File: config.mk
export PLATFORM = sky130hd
export DESIGN_NAME = listmode_event_builder
export DESIGN_NICKNAME = d
export VERILOG_FILES = /design/src/lmeb_pkg.sv /design/src/lmeb_front.sv /design/src/lmeb_queue.sv /design/src/lmeb_back.sv /design/src/listmode_event_builder.sv
export SDC_FILE = /design/constraint.sdc
export NUM_CORES = 1
export LEC_CHECK = 0
export BUFFER_PORTS_ARGS = -buffer_cell sky130_fd_sc_hd__buf_2
export CAP_MARGIN = 20
export CELL_PAD_IN_SITES_DETAIL_PLACEMENT = 1
export CELL_PAD_IN_SITES_GLOBAL_PLACEMENT = 1
export CORE_MARGIN = 2
export CORE_UTILIZATION = 50
export DETAILED_ROUTE_END_ITERATION = 10
export PLACE_DENSITY = 0.79
export SYNTH_ARGS = -nofsm -noshare
export SYNTH_HDL_FRONTEND = slang
export SYNTH_SLANG_ARGS = --single-unit
File: constraint.sdc
create_clock -name aclk -period 13 [get_ports aclk]
set_input_delay 2.6 -clock aclk [delete_from_list [all_inputs] [get_ports aclk]]
set_output_delay 2.6 -clock aclk [all_outputs]
set_load 0.05 [all_outputs]
File: src/lmeb_pkg.sv
// Shared types and constants for the list-mode event builder.
// Used by every module of the block; depends on nothing else.
package lmeb_pkg;

    localparam int WordWidth     = 32;
    localparam int StampWidth    = 48;
    localparam int RegWidth      = 28;
    localparam int HighWidth     = StampWidth - RegWidth;
    localparam int AdcWidth      = 16;
    localparam int FineWidth     = 13;
    localparam int CoarseWidth   = AdcWidth - FineWidth;
    localparam int TimeWidth     = 64;
    localparam int IdentWidth    = 12;
    localparam int SlotIdxWidth  = 2;
    localparam int NumSlots      = 4;
    localparam int FilledWidth   = 2 * NumSlots;
    localparam int CfgIndexWidth = 1;

    localparam int DefaultQueueDepth = 4;

    localparam logic [CfgIndexWidth-1:0] CfgEventWindow   = 1'b0;
    localparam logic [CfgIndexWidth-1:0] CfgRolloverLimit = 1'b1;

    localparam logic [RegWidth-1:0] EventWindowReset   = 28'd10;
    localparam logic [RegWidth-1:0] RolloverLimitReset = 28'd26;

    localparam logic [WordWidth-1:0] FillZero    = 32'h0000_0000;
    localparam logic [WordWidth-1:0] FillPattern = 32'h5e5e_5e5e;
    localparam logic [WordWidth-1:0] FillOnes    = 32'hffff_ffff;

    localparam logic [1:0] DataTag = 2'b11;
    localparam logic [1:0] SyncTag = 2'b10;
    localparam logic [3:0] SyncCode = 4'h4;
    localparam logic [6:0] IgnoredCard = 7'd99;
    localparam logic [CoarseWidth-1:0] CoarseDrop = 3'd7;

    localparam logic [IdentWidth-1:0] IdSlowEnergyA = 12'd64;
    localparam logic [IdentWidth-1:0] IdSlowEnergyB = 12'd65;
    localparam logic [IdentWidth-1:0] IdFastEnergyA = 12'd72;
    localparam logic [IdentWidth-1:0] IdFastEnergyB = 12'd73;
    localparam logic [IdentWidth-1:0] IdSlowTimeA   = 12'd80;
    localparam logic [IdentWidth-1:0] IdSlowTimeB   = 12'd81;
    localparam logic [IdentWidth-1:0] IdFastTimeA   = 12'd88;
    localparam logic [IdentWidth-1:0] IdFastTimeB   = 12'd89;

    localparam logic [SlotIdxWidth-1:0] SlotSlowEnergyA = 2'd0;
    localparam logic [SlotIdxWidth-1:0] SlotSlowEnergyB = 2'd1;
    localparam logic [SlotIdxWidth-1:0] SlotFastEnergyA = 2'd2;
    localparam logic [SlotIdxWidth-1:0] SlotFastEnergyB = 2'd3;
    localparam logic [SlotIdxWidth-1:0] SlotFastTimeA   = 2'd0;
    localparam logic [SlotIdxWidth-1:0] SlotFastTimeB   = 2'd1;
    localparam logic [SlotIdxWidth-1:0] SlotSlowTimeA   = 2'd2;
    localparam logic [SlotIdxWidth-1:0] SlotSlowTimeB   = 2'd3;

    typedef struct packed {
        logic [StampWidth-1:0]   stamp;
        logic [AdcWidth-1:0]     adc;
        logic                    store_en;
        logic                    is_time;
        logic [SlotIdxWidth-1:0] slot;
    } lmeb_entry_t;

    typedef struct packed {
        logic full;
        logic empty;
    } lmeb_qstat_t;

endpackage

File: src/lmeb_front.sv
// Front end: takes list-mode words, drops fill and ignored words, tracks the
// timestamp state and queues classified data words. Depends on lmeb_pkg.
module lmeb_front (
    input  logic                                 aclk,
    input  logic                                 aresetn,
    input  logic                                 s_valid,
    output logic                                 s_ready,
    input  logic [lmeb_pkg::WordWidth-1:0]       s_ts_low_word,
    input  logic [lmeb_pkg::WordWidth-1:0]       s_payload_word,
    input  logic [lmeb_pkg::RegWidth-1:0]        rollover_limit,
    input  lmeb_pkg::lmeb_qstat_t                q_stat,
    output logic                                 push,
    output lmeb_pkg::lmeb_entry_t                push_entry
);
    import lmeb_pkg::*;

    logic [StampWidth-1:0] stamp_reg, stamp_next;
    logic                  rolled_reg, rolled_next;

    logic                  accept;
    logic                  is_fill;
    logic                  is_data;
    logic                  is_sync;
    logic                  is_card99;
    logic [IdentWidth-1:0] ident;
    logic [AdcWidth-1:0]   adc;
    logic [StampWidth-1:0] stamp_merged;
    logic [StampWidth-1:0] stamp_data;
    logic [StampWidth-1:0] stamp_sync;
    logic                  do_roll;

    always_comb begin
        s_ready = !q_stat.full;
        accept  = s_valid && !q_stat.full;

        is_fill = (s_ts_low_word == FillZero && s_payload_word == FillZero) ||
                  (s_ts_low_word == FillPattern && s_payload_word == FillPattern) ||
                  (s_ts_low_word == FillPattern && s_payload_word == FillOnes);
        is_data = s_payload_word[31:30] == DataTag;
        is_sync = s_payload_word[31:30] == SyncTag && s_payload_word[23:20] == SyncCode;
        ident     = s_payload_word[27:16];
        adc       = s_payload_word[AdcWidth-1:0];
        is_card99 = ident[IdentWidth-1:5] == IgnoredCard;

        stamp_merged = {stamp_reg[StampWidth-1:WordWidth],
                        stamp_reg[WordWidth-1:RegWidth] | s_ts_low_word[WordWidth-1:RegWidth],
                        s_ts_low_word[RegWidth-1:0]};
        do_roll = (s_ts_low_word <= {{(WordWidth-RegWidth){1'b0}}, rollover_limit}) &&
                  !rolled_reg;
        stamp_data = do_roll ?
            {stamp_merged[StampWidth-1:RegWidth] + HighWidth'(1), stamp_merged[RegWidth-1:0]} :
            stamp_merged;
        stamp_sync = {s_payload_word[HighWidth-1:WordWidth-RegWidth],
                      s_payload_word[WordWidth-RegWidth-1:0] |
                          s_ts_low_word[WordWidth-1:RegWidth],
                      s_ts_low_word[RegWidth-1:0]};

        push        = accept && !is_fill && is_data && !is_card99;
        stamp_next  = stamp_reg;
        rolled_next = rolled_reg;
        if (push) begin
            stamp_next  = stamp_data;
            rolled_next = rolled_reg || do_roll;
        end else if (accept && !is_fill && is_sync) begin
            stamp_next  = stamp_sync;
            rolled_next = 1'b0;
        end

        push_entry.stamp    = stamp_data;
        push_entry.adc      = adc;
        push_entry.store_en = 1'b0;
        push_entry.is_time  = 1'b0;
        push_entry.slot     = SlotSlowEnergyA;
        case (ident)
            IdSlowEnergyA: begin
                push_entry.store_en = 1'b1;
                push_entry.slot     = SlotSlowEnergyA;
            end
            IdSlowEnergyB: begin
                push_entry.store_en = 1'b1;
                push_entry.slot     = SlotSlowEnergyB;
            end
            IdFastEnergyA: begin
                push_entry.store_en = 1'b1;
                push_entry.slot     = SlotFastEnergyA;
            end
            IdFastEnergyB: begin
                push_entry.store_en = 1'b1;
                push_entry.slot     = SlotFastEnergyB;
            end
            IdSlowTimeA: begin
                push_entry.store_en = 1'b1;
                push_entry.is_time  = 1'b1;
                push_entry.slot     = SlotSlowTimeA;
            end
            IdSlowTimeB: begin
                push_entry.store_en = 1'b1;
                push_entry.is_time  = 1'b1;
                push_entry.slot     = SlotSlowTimeB;
            end
            IdFastTimeA: begin
                push_entry.store_en = adc[AdcWidth-1:FineWidth] != CoarseDrop;
                push_entry.is_time  = 1'b1;
                push_entry.slot     = SlotFastTimeA;
            end
            IdFastTimeB: begin
                push_entry.store_en = adc[AdcWidth-1:FineWidth] != CoarseDrop;
                push_entry.is_time  = 1'b1;
                push_entry.slot     = SlotFastTimeB;
            end
            default: begin
                push_entry.store_en = 1'b0;
            end
        endcase
    end

    always_ff @(posedge aclk) begin
        if (!aresetn) begin
            stamp_reg  <= '0;
            rolled_reg <= 1'b0;
        end else begin
            stamp_reg  <= stamp_next;
            rolled_reg <= rolled_next;
        end
    end

endmodule

File: src/lmeb_queue.sv
// Short queue of classified data words between the front and back ends.
// Depends on lmeb_pkg for the entry and status types.
module lmeb_queue #(
    parameter int DEPTH = lmeb_pkg::DefaultQueueDepth
) (
    input  logic                  aclk,
    input  logic                  aresetn,
    input  logic                  push,
    input  lmeb_pkg::lmeb_entry_t push_entry,
    input  logic                  pop,
    output lmeb_pkg::lmeb_entry_t head_entry,
    output lmeb_pkg::lmeb_qstat_t q_stat
);
    import lmeb_pkg::*;

    localparam int PtrWidth   = (DEPTH > 1) ? $clog2(DEPTH) : 1;
    localparam int CountWidth = $clog2(DEPTH + 1);

    lmeb_entry_t           entries [DEPTH];
    logic [PtrWidth-1:0]   wr_ptr_reg, wr_ptr_next;
    logic [PtrWidth-1:0]   rd_ptr_reg, rd_ptr_next;
    logic [CountWidth-1:0] count_reg, count_next;

    always_comb begin
        q_stat.full  = count_reg == CountWidth'(DEPTH);
        q_stat.empty = count_reg == '0;
        head_entry   = entries[rd_ptr_reg];

        wr_ptr_next = wr_ptr_reg;
        rd_ptr_next = rd_ptr_reg;
        count_next  = count_reg;
        if (push) begin
            wr_ptr_next = (wr_ptr_reg == PtrWidth'(DEPTH - 1)) ? '0 : wr_ptr_reg + 1'b1;
        end
        if (pop) begin
            rd_ptr_next = (rd_ptr_reg == PtrWidth'(DEPTH - 1)) ? '0 : rd_ptr_reg + 1'b1;
        end
        if (push && !pop) begin
            count_next = count_reg + 1'b1;
        end else if (pop && !push) begin
            count_next = count_reg - 1'b1;
        end
    end

    always_ff @(posedge aclk) begin
        if (!aresetn) begin
            wr_ptr_reg <= '0;
            rd_ptr_reg <= '0;
            count_reg  <= '0;
        end else begin
            wr_ptr_reg <= wr_ptr_next;
            rd_ptr_reg <= rd_ptr_next;
            count_reg  <= count_next;
        end
    end

    always_ff @(posedge aclk) begin
        if (push) begin
            entries[wr_ptr_reg] <= push_entry;
        end
    end

    a_no_push_when_full : assert property (@(posedge aclk) disable iff (!aresetn)
        push |-> !q_stat.full)
        else $error("Queue written while full.");

    a_no_pop_when_empty : assert property (@(posedge aclk) disable iff (!aresetn)
        pop |-> !q_stat.empty)
        else $error("Queue read while empty.");

    a_count_follows : assert property (@(posedge aclk) disable iff (!aresetn)
        (push && !pop) |=> count_reg == $past(count_reg) + 1'b1)
        else $error("Queue fill count lost a transaction.");

endmodule

File: src/lmeb_back.sv
// Back end: closes events on the timestamp gap, fills the detector slots and
// holds the finished event in the result register. Depends on lmeb_pkg.
module lmeb_back (
    input  logic                                 aclk,
    input  logic                                 aresetn,
    input  logic [lmeb_pkg::RegWidth-1:0]        event_window,
    input  lmeb_pkg::lmeb_qstat_t                q_stat,
    input  lmeb_pkg::lmeb_entry_t                head_entry,
    output logic                                 pop,
    output logic                                 m_valid,
    input  logic                                 m_ready,
    output logic [lmeb_pkg::AdcWidth-1:0]        m_slow_energy_a,
    output logic [lmeb_pkg::AdcWidth-1:0]        m_slow_energy_b,
    output logic [lmeb_pkg::AdcWidth-1:0]        m_fast_energy_a,
    output logic [lmeb_pkg::AdcWidth-1:0]        m_fast_energy_b,
    output logic [lmeb_pkg::TimeWidth-1:0]       m_fast_time_a,
    output logic [lmeb_pkg::TimeWidth-1:0]       m_fast_time_b,
    output logic [lmeb_pkg::TimeWidth-1:0]       m_slow_time_a,
    output logic [lmeb_pkg::TimeWidth-1:0]       m_slow_time_b
);
    import lmeb_pkg::*;

    localparam int TickWidth = TimeWidth - FineWidth;

    logic [StampWidth-1:0]  prev_reg, prev_next;
    logic [StampWidth:0]    limit_reg, limit_next;
    logic [FilledWidth-1:0] filled_reg, filled_next;
    logic [AdcWidth-1:0]    energy_reg [NumSlots];
    logic [TimeWidth-1:0]   time_reg [NumSlots];
    logic                   m_valid_reg, m_valid_next;
    logic [AdcWidth-1:0]    out_energy_reg [NumSlots];
    logic [TimeWidth-1:0]   out_time_reg [NumSlots];

    logic                   head_valid;
    logic                   close;
    logic                   out_free;
    logic                   closing;
    logic [FilledWidth-1:0] filled_base;
    logic [TickWidth-1:0]   ticks_scaled;
    logic [TimeWidth-1:0]   time_value;
    logic                   write_energy;
    logic                   write_time;

    always_comb begin
        head_valid = !q_stat.empty;
        close      = {1'b0, head_entry.stamp} >= limit_reg;
        out_free   = !m_valid_reg || m_ready;
        pop        = head_valid && (!close || out_free);
        closing    = pop && close;

        // The stamp times 40960 is the stamp times five, shifted up by the fine bits.
        ticks_scaled = TickWidth'(head_entry.stamp) +
                       TickWidth'({head_entry.stamp, 2'b00}) +
                       TickWidth'(head_entry.adc[AdcWidth-1:FineWidth]);
        time_value   = {ticks_scaled, head_entry.adc[FineWidth-1:0]};

        prev_next  = pop ? head_entry.stamp : prev_reg;
        limit_next = {1'b0, prev_next} + (StampWidth + 1)'(event_window);

        filled_base  = closing ? '0 : filled_reg;
        write_energy = pop && head_entry.store_en && !head_entry.is_time &&
                       !filled_base[head_entry.slot];
        write_time   = pop && head_entry.store_en && head_entry.is_time &&
                       !filled_base[NumSlots + int'(head_entry.slot)];
        filled_next  = filled_base;
        if (write_energy) begin
            filled_next[head_entry.slot] = 1'b1;
        end
        if (write_time) begin
            filled_next[NumSlots + int'(head_entry.slot)] = 1'b1;
        end

        m_valid_next = closing ? 1'b1 : (m_ready ? 1'b0 : m_valid_reg);
    end

    always_ff @(posedge aclk) begin
        if (!aresetn) begin
            prev_reg    <= '0;
            limit_reg   <= (StampWidth + 1)'(EventWindowReset);
            filled_reg  <= '0;
            m_valid_reg <= 1'b0;
        end else begin
            prev_reg    <= prev_next;
            limit_reg   <= limit_next;
            filled_reg  <= filled_next;
            m_valid_reg <= m_valid_next;
        end
    end

    always_ff @(posedge aclk) begin
        if (write_energy) begin
            energy_reg[head_entry.slot] <= head_entry.adc;
        end
        if (write_time) begin
            time_reg[head_entry.slot] <= time_value;
        end
        if (closing) begin
            for (int k = 0; k < NumSlots; k++) begin
                out_energy_reg[k] <= filled_reg[k] ? energy_reg[k] : '0;
                out_time_reg[k]   <= filled_reg[NumSlots + k] ? time_reg[k] : '0;
            end
        end
    end

    assign m_valid         = m_valid_reg;
    assign m_slow_energy_a = out_energy_reg[SlotSlowEnergyA];
    assign m_slow_energy_b = out_energy_reg[SlotSlowEnergyB];
    assign m_fast_energy_a = out_energy_reg[SlotFastEnergyA];
    assign m_fast_energy_b = out_energy_reg[SlotFastEnergyB];
    assign m_fast_time_a   = out_time_reg[SlotFastTimeA];
    assign m_fast_time_b   = out_time_reg[SlotFastTimeB];
    assign m_slow_time_a   = out_time_reg[SlotSlowTimeA];
    assign m_slow_time_b   = out_time_reg[SlotSlowTimeB];

    a_no_overwrite : assert property (@(posedge aclk) disable iff (!aresetn)
        (m_valid_reg && !m_ready) |=> !$past(closing))
        else $error("A pending event was overwritten by a new one.");

    a_new_event_one_slot : assert property (@(posedge aclk) disable iff (!aresetn)
        closing |=> $countones(filled_reg) <= 1)
        else $error("Slots were not cleared when an event closed.");

endmodule

File: src/listmode_event_builder.sv
// Top level of the list-mode event builder: configuration registers and the
// front end, queue and back end. Depends on lmeb_pkg, lmeb_front, lmeb_queue, lmeb_back.
//
//   Channel   Direction  Handshake          Content
//   s_        in         s_valid/s_ready    one 64-bit list-mode word per transaction
//   m_        out        m_valid/m_ready    one closed event per transaction
//   cfg_      in         cfg_wr_en          event_window (0), rollover_limit (1)
//
// One word is accepted every cycle while s_ready is high; the back end pops registered
// queue words in order and loads each closed event into the result register on its pop.
// The gap compare and slot update run once per queued word in the back end.
// Reset is synchronous; the slot contents need no clearing pass.
// s_ready falls only when QUEUE_DEPTH data words wait behind a held result.
module listmode_event_builder #(
    parameter int QUEUE_DEPTH = lmeb_pkg::DefaultQueueDepth
) (
    input  logic                                 aclk,
    input  logic                                 aresetn,
    input  logic                                 s_valid,
    output logic                                 s_ready,
    input  logic [lmeb_pkg::WordWidth-1:0]       s_ts_low_word,
    input  logic [lmeb_pkg::WordWidth-1:0]       s_payload_word,
    output logic                                 m_valid,
    input  logic                                 m_ready,
    output logic [lmeb_pkg::AdcWidth-1:0]        m_slow_energy_a,
    output logic [lmeb_pkg::AdcWidth-1:0]        m_slow_energy_b,
    output logic [lmeb_pkg::AdcWidth-1:0]        m_fast_energy_a,
    output logic [lmeb_pkg::AdcWidth-1:0]        m_fast_energy_b,
    output logic [lmeb_pkg::TimeWidth-1:0]       m_fast_time_a,
    output logic [lmeb_pkg::TimeWidth-1:0]       m_fast_time_b,
    output logic [lmeb_pkg::TimeWidth-1:0]       m_slow_time_a,
    output logic [lmeb_pkg::TimeWidth-1:0]       m_slow_time_b,
    input  logic                                 cfg_wr_en,
    input  logic [lmeb_pkg::CfgIndexWidth-1:0]   cfg_index,
    input  logic [lmeb_pkg::RegWidth-1:0]        cfg_wr_data
);
    import lmeb_pkg::*;

    logic [RegWidth-1:0] event_window_reg, event_window_next;
    logic [RegWidth-1:0] rollover_limit_reg, rollover_limit_next;

    logic        push;
    logic        pop;
    lmeb_entry_t push_entry;
    lmeb_entry_t head_entry;
    lmeb_qstat_t q_stat;

    always_comb begin
        event_window_next   = event_window_reg;
        rollover_limit_next = rollover_limit_reg;
        if (cfg_wr_en) begin
            case (cfg_index)
                CfgEventWindow:   event_window_next   = cfg_wr_data;
                CfgRolloverLimit: rollover_limit_next = cfg_wr_data;
                default: begin
                    event_window_next = event_window_reg;
                end
            endcase
        end
    end

    always_ff @(posedge aclk) begin
        if (!aresetn) begin
            event_window_reg   <= EventWindowReset;
            rollover_limit_reg <= RolloverLimitReset;
        end else begin
            event_window_reg   <= event_window_next;
            rollover_limit_reg <= rollover_limit_next;
        end
    end

    lmeb_front u_front (
        .aclk           (aclk),
        .aresetn        (aresetn),
        .s_valid        (s_valid),
        .s_ready        (s_ready),
        .s_ts_low_word  (s_ts_low_word),
        .s_payload_word (s_payload_word),
        .rollover_limit (rollover_limit_reg),
        .q_stat         (q_stat),
        .push           (push),
        .push_entry     (push_entry)
    );

    lmeb_queue #(
        .DEPTH (QUEUE_DEPTH)
    ) u_queue (
        .aclk       (aclk),
        .aresetn    (aresetn),
        .push       (push),
        .push_entry (push_entry),
        .pop        (pop),
        .head_entry (head_entry),
        .q_stat     (q_stat)
    );

    lmeb_back u_back (
        .aclk            (aclk),
        .aresetn         (aresetn),
        .event_window    (event_window_reg),
        .q_stat          (q_stat),
        .head_entry      (head_entry),
        .pop             (pop),
        .m_valid         (m_valid),
        .m_ready         (m_ready),
        .m_slow_energy_a (m_slow_energy_a),
        .m_slow_energy_b (m_slow_energy_b),
        .m_fast_energy_a (m_fast_energy_a),
        .m_fast_energy_b (m_fast_energy_b),
        .m_fast_time_a   (m_fast_time_a),
        .m_fast_time_b   (m_fast_time_b),
        .m_slow_time_a   (m_slow_time_a),
        .m_slow_time_b   (m_slow_time_b)
    );

endmodule

# Yosys cells after proc, flatten, opt, wreduce, memory -nomap -nowiden
# Memory sizes are Yosys's and may differ from the RTL's. A register that Yosys moved wholly into a read port is not among the register bits.
# Index checks and enable logic that the tools add are counted.
word_totals:
  regBits: 218
  ram_bits: 912
  elab_cells: 152
  n_memories: 5
op_classes:
  add_sub_neg: 9
  order_cmp: 6
  n_eq_ne: 19
  n_mux: 45
  bitwise: 5
  n_reduce_logical: 52
mem_list:
  columns: ["name", "depth", "width", "read_ports", "rd_ports_with_merged_regs", "write_ports", "line", "source"]
  rows:
  - ["u_queue.entries", 4, 68, 1, 1, 1, "lmeb_queue.sv:19", "lmeb_entry_t entries [DEPTH];"]
  - ["u_back.out_time_reg", 4, 64, 4, 0, 4, "lmeb_back.sv:32", "logic [TimeWidth-1:0] out_time_reg [NumSlots];"]
  - ["u_back.time_reg", 4, 64, 4, 0, 1, "lmeb_back.sv:29", "logic [TimeWidth-1:0] time_reg [NumSlots];"]
  - ["u_back.energy_reg", 4, 16, 4, 0, 1, "lmeb_back.sv:28", "logic [AdcWidth-1:0] energy_reg [NumSlots];"]
  - ["u_back.out_energy_reg", 4, 16, 4, 0, 4, "lmeb_back.sv:31", "logic [AdcWidth-1:0] out_energy_reg [NumSlots];"]
ops:
  columns: ["op", "count"]
  rows:
  - ["$mux W64", 4]
  - ["$mux W48", 4]
  - ["$eq A12 B7 Y1 const B", 8]
  - ["$eq A32 B31 Y1 const B", 2]
  - ["$logic_not A32 Y1", 2]
  - ["$mux W16", 4]
  - ["$add A48 B50 Y51", 1]
  - ["$add A51 B3 Y51", 1]
  - ["$add A48 B28 Y49", 1]
  - ["$ge A48 B49 Y1", 1]
  - ["$eq A32 B32 Y1 const B", 1]
  - ["$ge A32 B1 Y1 const B", 1]
  - ["$le A32 B28 Y1", 1]
  - ["$lt A32 B5 Y1 const B", 1]
  - ["$mux W8", 3]
  - ["$logic_and A1 B1 Y1", 21]
  - ["$add A20 B1 Y20 const B", 1]
  - ["$mux W1", 18]
  - ["$logic_not A1 Y1", 12]
  - ["$eq A2 B2 Y1 const B", 4]
  - ["$mux W2", 4]
  - ["$or A4 B4 Y4", 2]
  - ["$or A8 B4 Y8", 1]
  - ["$or A8 B8 Y8", 1]
  - ["other kinds (25)", 37]

# Longest topological paths before layout
# Gate-level depths: netlist of run 1.
logic_depth:
  depth_word: 13
  depth_mapped: 31
  ltp_nobuf: 23

# Cells and area by module
# Synthesis of run 1 repeated with hierarchy kept, for this count alone.
unflattened:
  hier_cells: 3237
  area_unflattened_um2: 46545.9
modules_own_cells:
  columns: ["module", "n_inst", "cells_each", "area_per_inst_um2", "seq_area_each_um2"]
  rows:
  - ["lmeb_back", 1, 2214, 31167.4, 21340.5]
  - ["lmeb_queue", 1, 400, 10293.6, 8348.0]
  - ["lmeb_front", 1, 405, 2929.1, 420.4]
  - ["listmode_event_builder", 1, 218, 2155.8, 1121.1]

# Worst setup path before layout of run 1
# No wires, ideal clock.
synth_path:
  path_type: "register to register"
  from: "reg (tool-made name)"
  to: "mem u_back.out_energy_reg[0][0], enable pin"
  setup_time_ps: 669
  arrival_time_ps: 10106
  setup_slack_ps: 2225
  path_stages_with_launch: 18
  period_less_slack_ps: 10775
  cell_sequence: "dfxtp_1 > buf_2 > buf_2 > buf_2 > buf_2 > buf_2 > mux4_2 > ha_1 > a21o_1 > a21o_1 > a21oi_1 > o21ai_0 > a221oi_1 > a31o_2 > buf_2 > nand2b_1 > clkbuf_1 > inv_1"
synth_rtl:
  columns: ["item", "line"]
  rows:
  - ["end, declared", "lmeb_back.sv:31"]

==> results of run 1 <==
## final timing paths
path / slack, ns / start / end
worst max-delay path: 4.77 / register / u_back.limit_reg[45]
worst min-delay path: 0.46 / rollover_limit_reg[6] / rollover_limit_reg[6]
worst max register to register: 4.77 / register / u_back.limit_reg[45]
worst min register to register: 0.46 / rollover_limit_reg[6] / rollover_limit_reg[6]
## per-layer routing
metal / vias to the layer above / global-route usage (%)
li1: 12459 / -
met4: 0 / 9.21
met2: 936 / 44.6
met1: 13933 / 34.9
met5: - / 0
met3: 220 / 4.09
## metrics by stage
| stage | hold WS [ns] | util, % | cells | setup WS, ns |
|---|---|---|---|---|
| after CTS | 0.458 | 58.3 | 4839 | 4.65 |
| final | 0.459 | 58.3 | 4843 | 4.77 |
| after global placement | 0.442 | 54.3 | 4636 | 4.68 |
| after global routing | 0.482 | 58.3 | 4842 | 3.94 |
| after floorplan | 0.436 | - | 3127 | 2.23 |
| after detailed placement | 0.449 | 54.3 | 4636 | 4.67 |
## area by class of cell
cell class	instances	area [um2]
fill	8730	37600
sequential	1104	31200
multi-input combinational	1802	13600
clock buffer	136	2860
timing repair buffer	449	2360
tap	1176	1470
clock inverter	67	693
inverter	108	414
antenna	1	2.50
## critical path, cell delays in order, from the launching register on
cell	delay, ns
dfxtp_4	0.97
buf_4	0.53
mux4_2	0.64
ha_1	0.33
a21o_1	0.16
a21o_1	0.17
a211oi_1	0.27
o21ai_0	0.21
a221oi_1	0.48
a31o_2	0.82
mux2i_1	0.41
inv_1	0.08
ha_1	0.28
a21o_1	0.18
a21oi_1	0.30
o211ai_1	0.18
a221oi_1	0.62
a2111oi_0	0.22
buf_4	0.20
o21ai_0	0.14
mux2i_1	0.22
o21ai_1	0.28
nor3_1	0.12
xor2_1	0.15
nor2_1	0.05
## layout by cell type, fill, tap and decap left out, drive strengths merged, types with 21 or more instances in the layout
master / n
mux4: 70
and3: 25
clkbuf: 136
mux2i: 27
ha: 206
nand3: 44
nand2: 192
inv: 112
clkinv: 44
dfxtp: 192
a21oi: 144
edfxtp: 912
mux2: 29
xnor2: 65
xor2: 38
nand4: 45
o21ai: 73
buf: 449
and2: 377
o21a: 22
nor3: 21
a21o: 77
nor2: 141
## cell families after synthesis
family	count (synthesis)	synth area share, %
adders and majority gates	210	5.82
buffers and inverters	221	1.87
AOI/OAI and AO/OA	424	6.04
and+or+nand+nor	939	11.1
muxes	126	4.76
xor gates and xnor gates	103	1.98
DFF	1104	68.4
==> results.json, run 1 <==
{
  "worstPathArrival_ns": 8.75,
  "coreArea_um2": 90300,
  "gr-total-overflow": 0,
  "hpwl_mm": 84.9,
  "port_buffers": 419,
  "cts_tree": "yes",
  "chipHeight_um": 306,
  "track_usage_pct": 26.4,
  "firstDrtPassIters": 5,
  "report.final.slew_viol_count": 0,
  "synth_common_cells": "edfxtp_1, and2_1, ha_1",
  "setup_viol_count_final": 0,
  "dieArea_um2": 93800,
  "route.met3.wl_mm": 7.52,
  "synth_cell_types": 80,
  "period_needed_ns": 8.23,
  "worstPathRequired_ns": 13.52,
  "synth_nets": 3435,
  "synth-seq-cells": 1104,
  "clockBufferDepth": 3,
  "drive_gt1_share_pct": 20.5,
  "cts_resized": 0,
  "via_per_inst": 5.69,
  "slew_headroom_pct": 23.7,
  "antenna_found_initial": 3,
  "synth-main-ff-cell": "edfxtp_1",
  "yosysSeqAreaShare_pct": 68.4,
  "ios": 420,
  "reg2reg_depth": 24,
  "synth.top_cell.area_share_pct": 60.0,
  "clock_sinks": 1104,
  "drc": 0,
  "synthArstFlopShare_pct": 0,
  "fin_setup_tns_ns": 0,
  "end_kind": "register",
  "avgRoutedWirePerCell_um": 25.7,
  "fin_nets": 3881,
  "avgSynthCellArea_um2": 14.6,
  "synth_area_leaders": "edfxtp_1, dfxtp_1, ha_1",
  "ant_nets": 0,
  "yosysTopAreaCell": "edfxtp_1",
  "rsz0062_at_grt": "false",
  "area_growth_pct": 15.3,
  "grt_pass1_wl_mm": 184,
  "ctsHoldBuffers": 0,
  "critPathMaxFanout": 47,
  "rows": 110,
  "clk_latency_ns": 0.71,
  "wl_mm": 124,
  "die_x_um": 306,
  "path_class": "register to register",
  "synth_area_um2": 45700,
  "cp-start-kind": "register",
  "fin_skew_ns": 0.0587,
  "synth_edf_count": 912,
  "yosysMostFrequentCell": "edfxtp_1",
  "vias": 27548,
  "cts_setup_buffers": 0,
  "gp_congestion": 0.843,
  "max_freq_mhz": 122,
  "root_buffer": "clkbuf_16",
  "status": "completed",
  "met1_length_mm": 52.1,
  "htree_levels": 3,
  "placed_area_um2": 49100,
  "grt_max_degree": 145,
  "hold_class": "register to register",
  "yosysWarnings": 0,
  "timing.final.crit_share_pct": 63.3,
  "top_layer_used": "met4",
  "routed-wl-met2_mm": 60.5,
  "worst_slew_pin_slew_ns": 1.15,
  "maxCapViolations": 0,
  "clk_pin_slew_ns": 0.06,
  "drt_iter0_drc": 2045,
  "cts_buffers": 108,
  "grt_pass1_vias": 28998,
  "hold_depth": 2,
  "largest_reg_flops": 272,
  "initial_core_util_pct": 50.6,
  "hold_viol": 0,
  "fin_area_um2": 52700,
  "syn_inst": 3127
}
Power of run 1 is left out: the tool's default activity adds up to more than one toggle a clock period on the data nets, which glitch-free logic cannot reach.
==> run 2, diff against run 1 <==
==> constraint.sdc (replaced) <==
create_clock -name aclk -period 8.6 [get_ports aclk]
set_input_delay 1.72 -clock aclk [delete_from_list [all_inputs] [get_ports aclk]]
set_output_delay 1.72 -clock aclk [all_outputs]
set_load 0.05 [all_outputs]
==> results.json, run 2 (same netlist as run 1, synthesis figures left out) <==
{
  "status": "completed",
  "report.final.slew_viol_count": 0,
  "cp_top_family": "compound AO/OA/AOI/OAI gates",
  "hold_ws_ns": 0.458,
  "coreArea_um2": 90300,
  "timing.final.crit_share_pct": 87.2,
  "n_fill_cell": 8666,
  "area_growth_pct": 16.1,
  "min_to": "rollover_limit_reg[13]",
  "r2r-end": "u_back.limit_reg[45]",
  "setup_viol_count_final": 0,
  "rows": 110,
  "via_per_inst": 5.74,
  "track_usage_pct": 26.7,
  "final_cell_mix": "edfxtp_1, buf_2, and2_1",
  "critPathMaxFanout": 23,
  "die_x_um": 306,
  "end_kind": "register",
  "rrSetupSlack_ns": 1.10,
  "worstPathRequired_ns": 9.11,
  "gr-total-overflow": 0,
  "path_class": "register to register",
  "initial_core_util_pct": 50.6,
  "port_buffers": 419,
  "avgRoutedWirePerCell_um": 26.1,
  "fin_nets": 3902,
  "max_stage_delay_ns": 0.67,
  "final_common_cell": "edfxtp_1",
  "worstPathArrival_ns": 8.01,
  "clockBufferDepth": 3,
  "critical_path.cell_chain": "buf_4, mux4_2, ha_1, nand4_1, nor4_1, and3_1, and2_1, a221oi_1, a31o_2, buf_4, mux2_2, ha_1, a21o_1, a21o_1, a221o_1, a2111oi_0, o21ai_0, o21ai_0, mux2i_1, o21ai_1, nor3_1, xor2_1, nor2_1",
  "ios": 420,
  "max_freq_mhz": 133,
  "placed_cells": 4655,
  "clk_latency_ns": 0.71,
  "slew_headroom_pct": 30.7,
  "hold_path.startpoint": "rollover_limit_reg[13]",
  "rsz0062_at_grt": "false",
  "fin_skew_ns": 0.0585,
  "reg2reg_depth": 23,
  "root_buffer": "clkbuf_16",
  "slowest_stage": "dfxtp_4",
  "drc": 0,
  "hold_class": "register to register",
  "period_needed_ns": 7.50,
  "worst_slew_pin_slew_ns": 1.04,
  "grt_pass1_wl_mm": 187,
  "clock_sinks": 1104,
  "dieArea_um2": 93800,
  "ctsHoldBuffers": 0,
  "clk_pin_slew_ns": 0.07,
  "grt_pass1_vias": 29463,
  "fin_setup_tns_ns": 0,
  "ant_nets": 0,
  "hold_depth": 2,
  "cts_resized": 0,
  "chipHeight_um": 306,
  "firstDrtPassIters": 5,
  "drive_gt1_share_pct": 21.2,
  "wl_mm": 127,
  "cts_setup_buffers": 0,
  "largest_reg_flops": 272,
  "grt_max_degree": 167,
  "maxCapViolations": 0,
  "cp-start-kind": "register",
  "vias": 27914,
  "gp_congestion": 0.852,
  "antenna_found_initial": 7,
  "htree_levels": 3,
  "cts_buffers": 110,
  "drt_iter0_drc": 2175,
  "hpwl_mm": 87.1,
  "hold_viol": 0,
  "path_buf_inv": 2,
  "layout.cells.non_filler": 4861,
  "cts_tree": "yes"
}
[run 2: layout make-up]
cell class	instances	area, um2	share of cell area, %
clock inverter	72	798	1.51
clock buffer	130	2860	5.39
antenna	1	2.50	0.00472
tap	1176	1470	2.78
multi-input combinational	1802	13600	25.7
sequential	1104	31200	58.9
inverter	108	410	0.774
timing repair buffer	468	2610	4.92
[run 2: layer usage]
metal | track usage [%] | share of wire (%)
met2 | 46.6 | 50
met3 | 3.28 | 5.5
met1 | 35.3 | 42
met4 | 8.04 | 2.6
met5 | 0 | 0.010
[run 2: how the worst max path moves through the flow]
stage / from / end / slack [ns] / depth (start not counted)
2_1_floorplan: register / u_back.out_energy_reg[0][0] / 0.02 / 15
3_3_place_gp: register / u_back.limit_reg[45] / 1.21 / 23
3_5_place_dp: register / u_back.limit_reg[45] / 1.21 / 23
4_1_cts: register / u_back.limit_reg[45] / 1.15 / 23
5_1_grt: register / u_back.limit_reg[45] / 0.82 / 23
6_report: register / u_back.limit_reg[45] / 1.10 / 23
[run 2: worst reg2reg max path: stages, from the launching register on]
cell	delay (ns)
dfxtp_4	0.67
buf_4	0.30
mux4_2	0.64
ha_1	0.33
nand4_1	0.17
nor4_1	0.63
and3_1	0.29
and2_1	0.16
a221oi_1	0.09
a31o_2	0.47
buf_4	0.27
mux2_2	0.29
ha_1	0.37
a21o_1	0.21
a21o_1	0.18
a221o_1	0.35
a2111oi_0	0.64
o21ai_0	0.28
o21ai_0	0.23
mux2i_1	0.17
o21ai_1	0.23
nor3_1	0.12
xor2_1	0.15
nor2_1	0.05
[run 2: per-stage QoR]
| stage | cell area, um2 | worst slack [ns] | util [%] |
|---|---|---|---|
| finish | 53000 | 1.10 | 58.7 |
| global route | 53000 | 0.816 | 58.7 |
| CTS | 52900 | 1.15 | 58.6 |
| detailed placement | 49300 | 1.21 | 54.6 |
| global placement | 49200 | 1.21 | 54.5 |
| floorplan | 45700 | 0.0187 | - |
Power of run 2 is left out for the same reason.
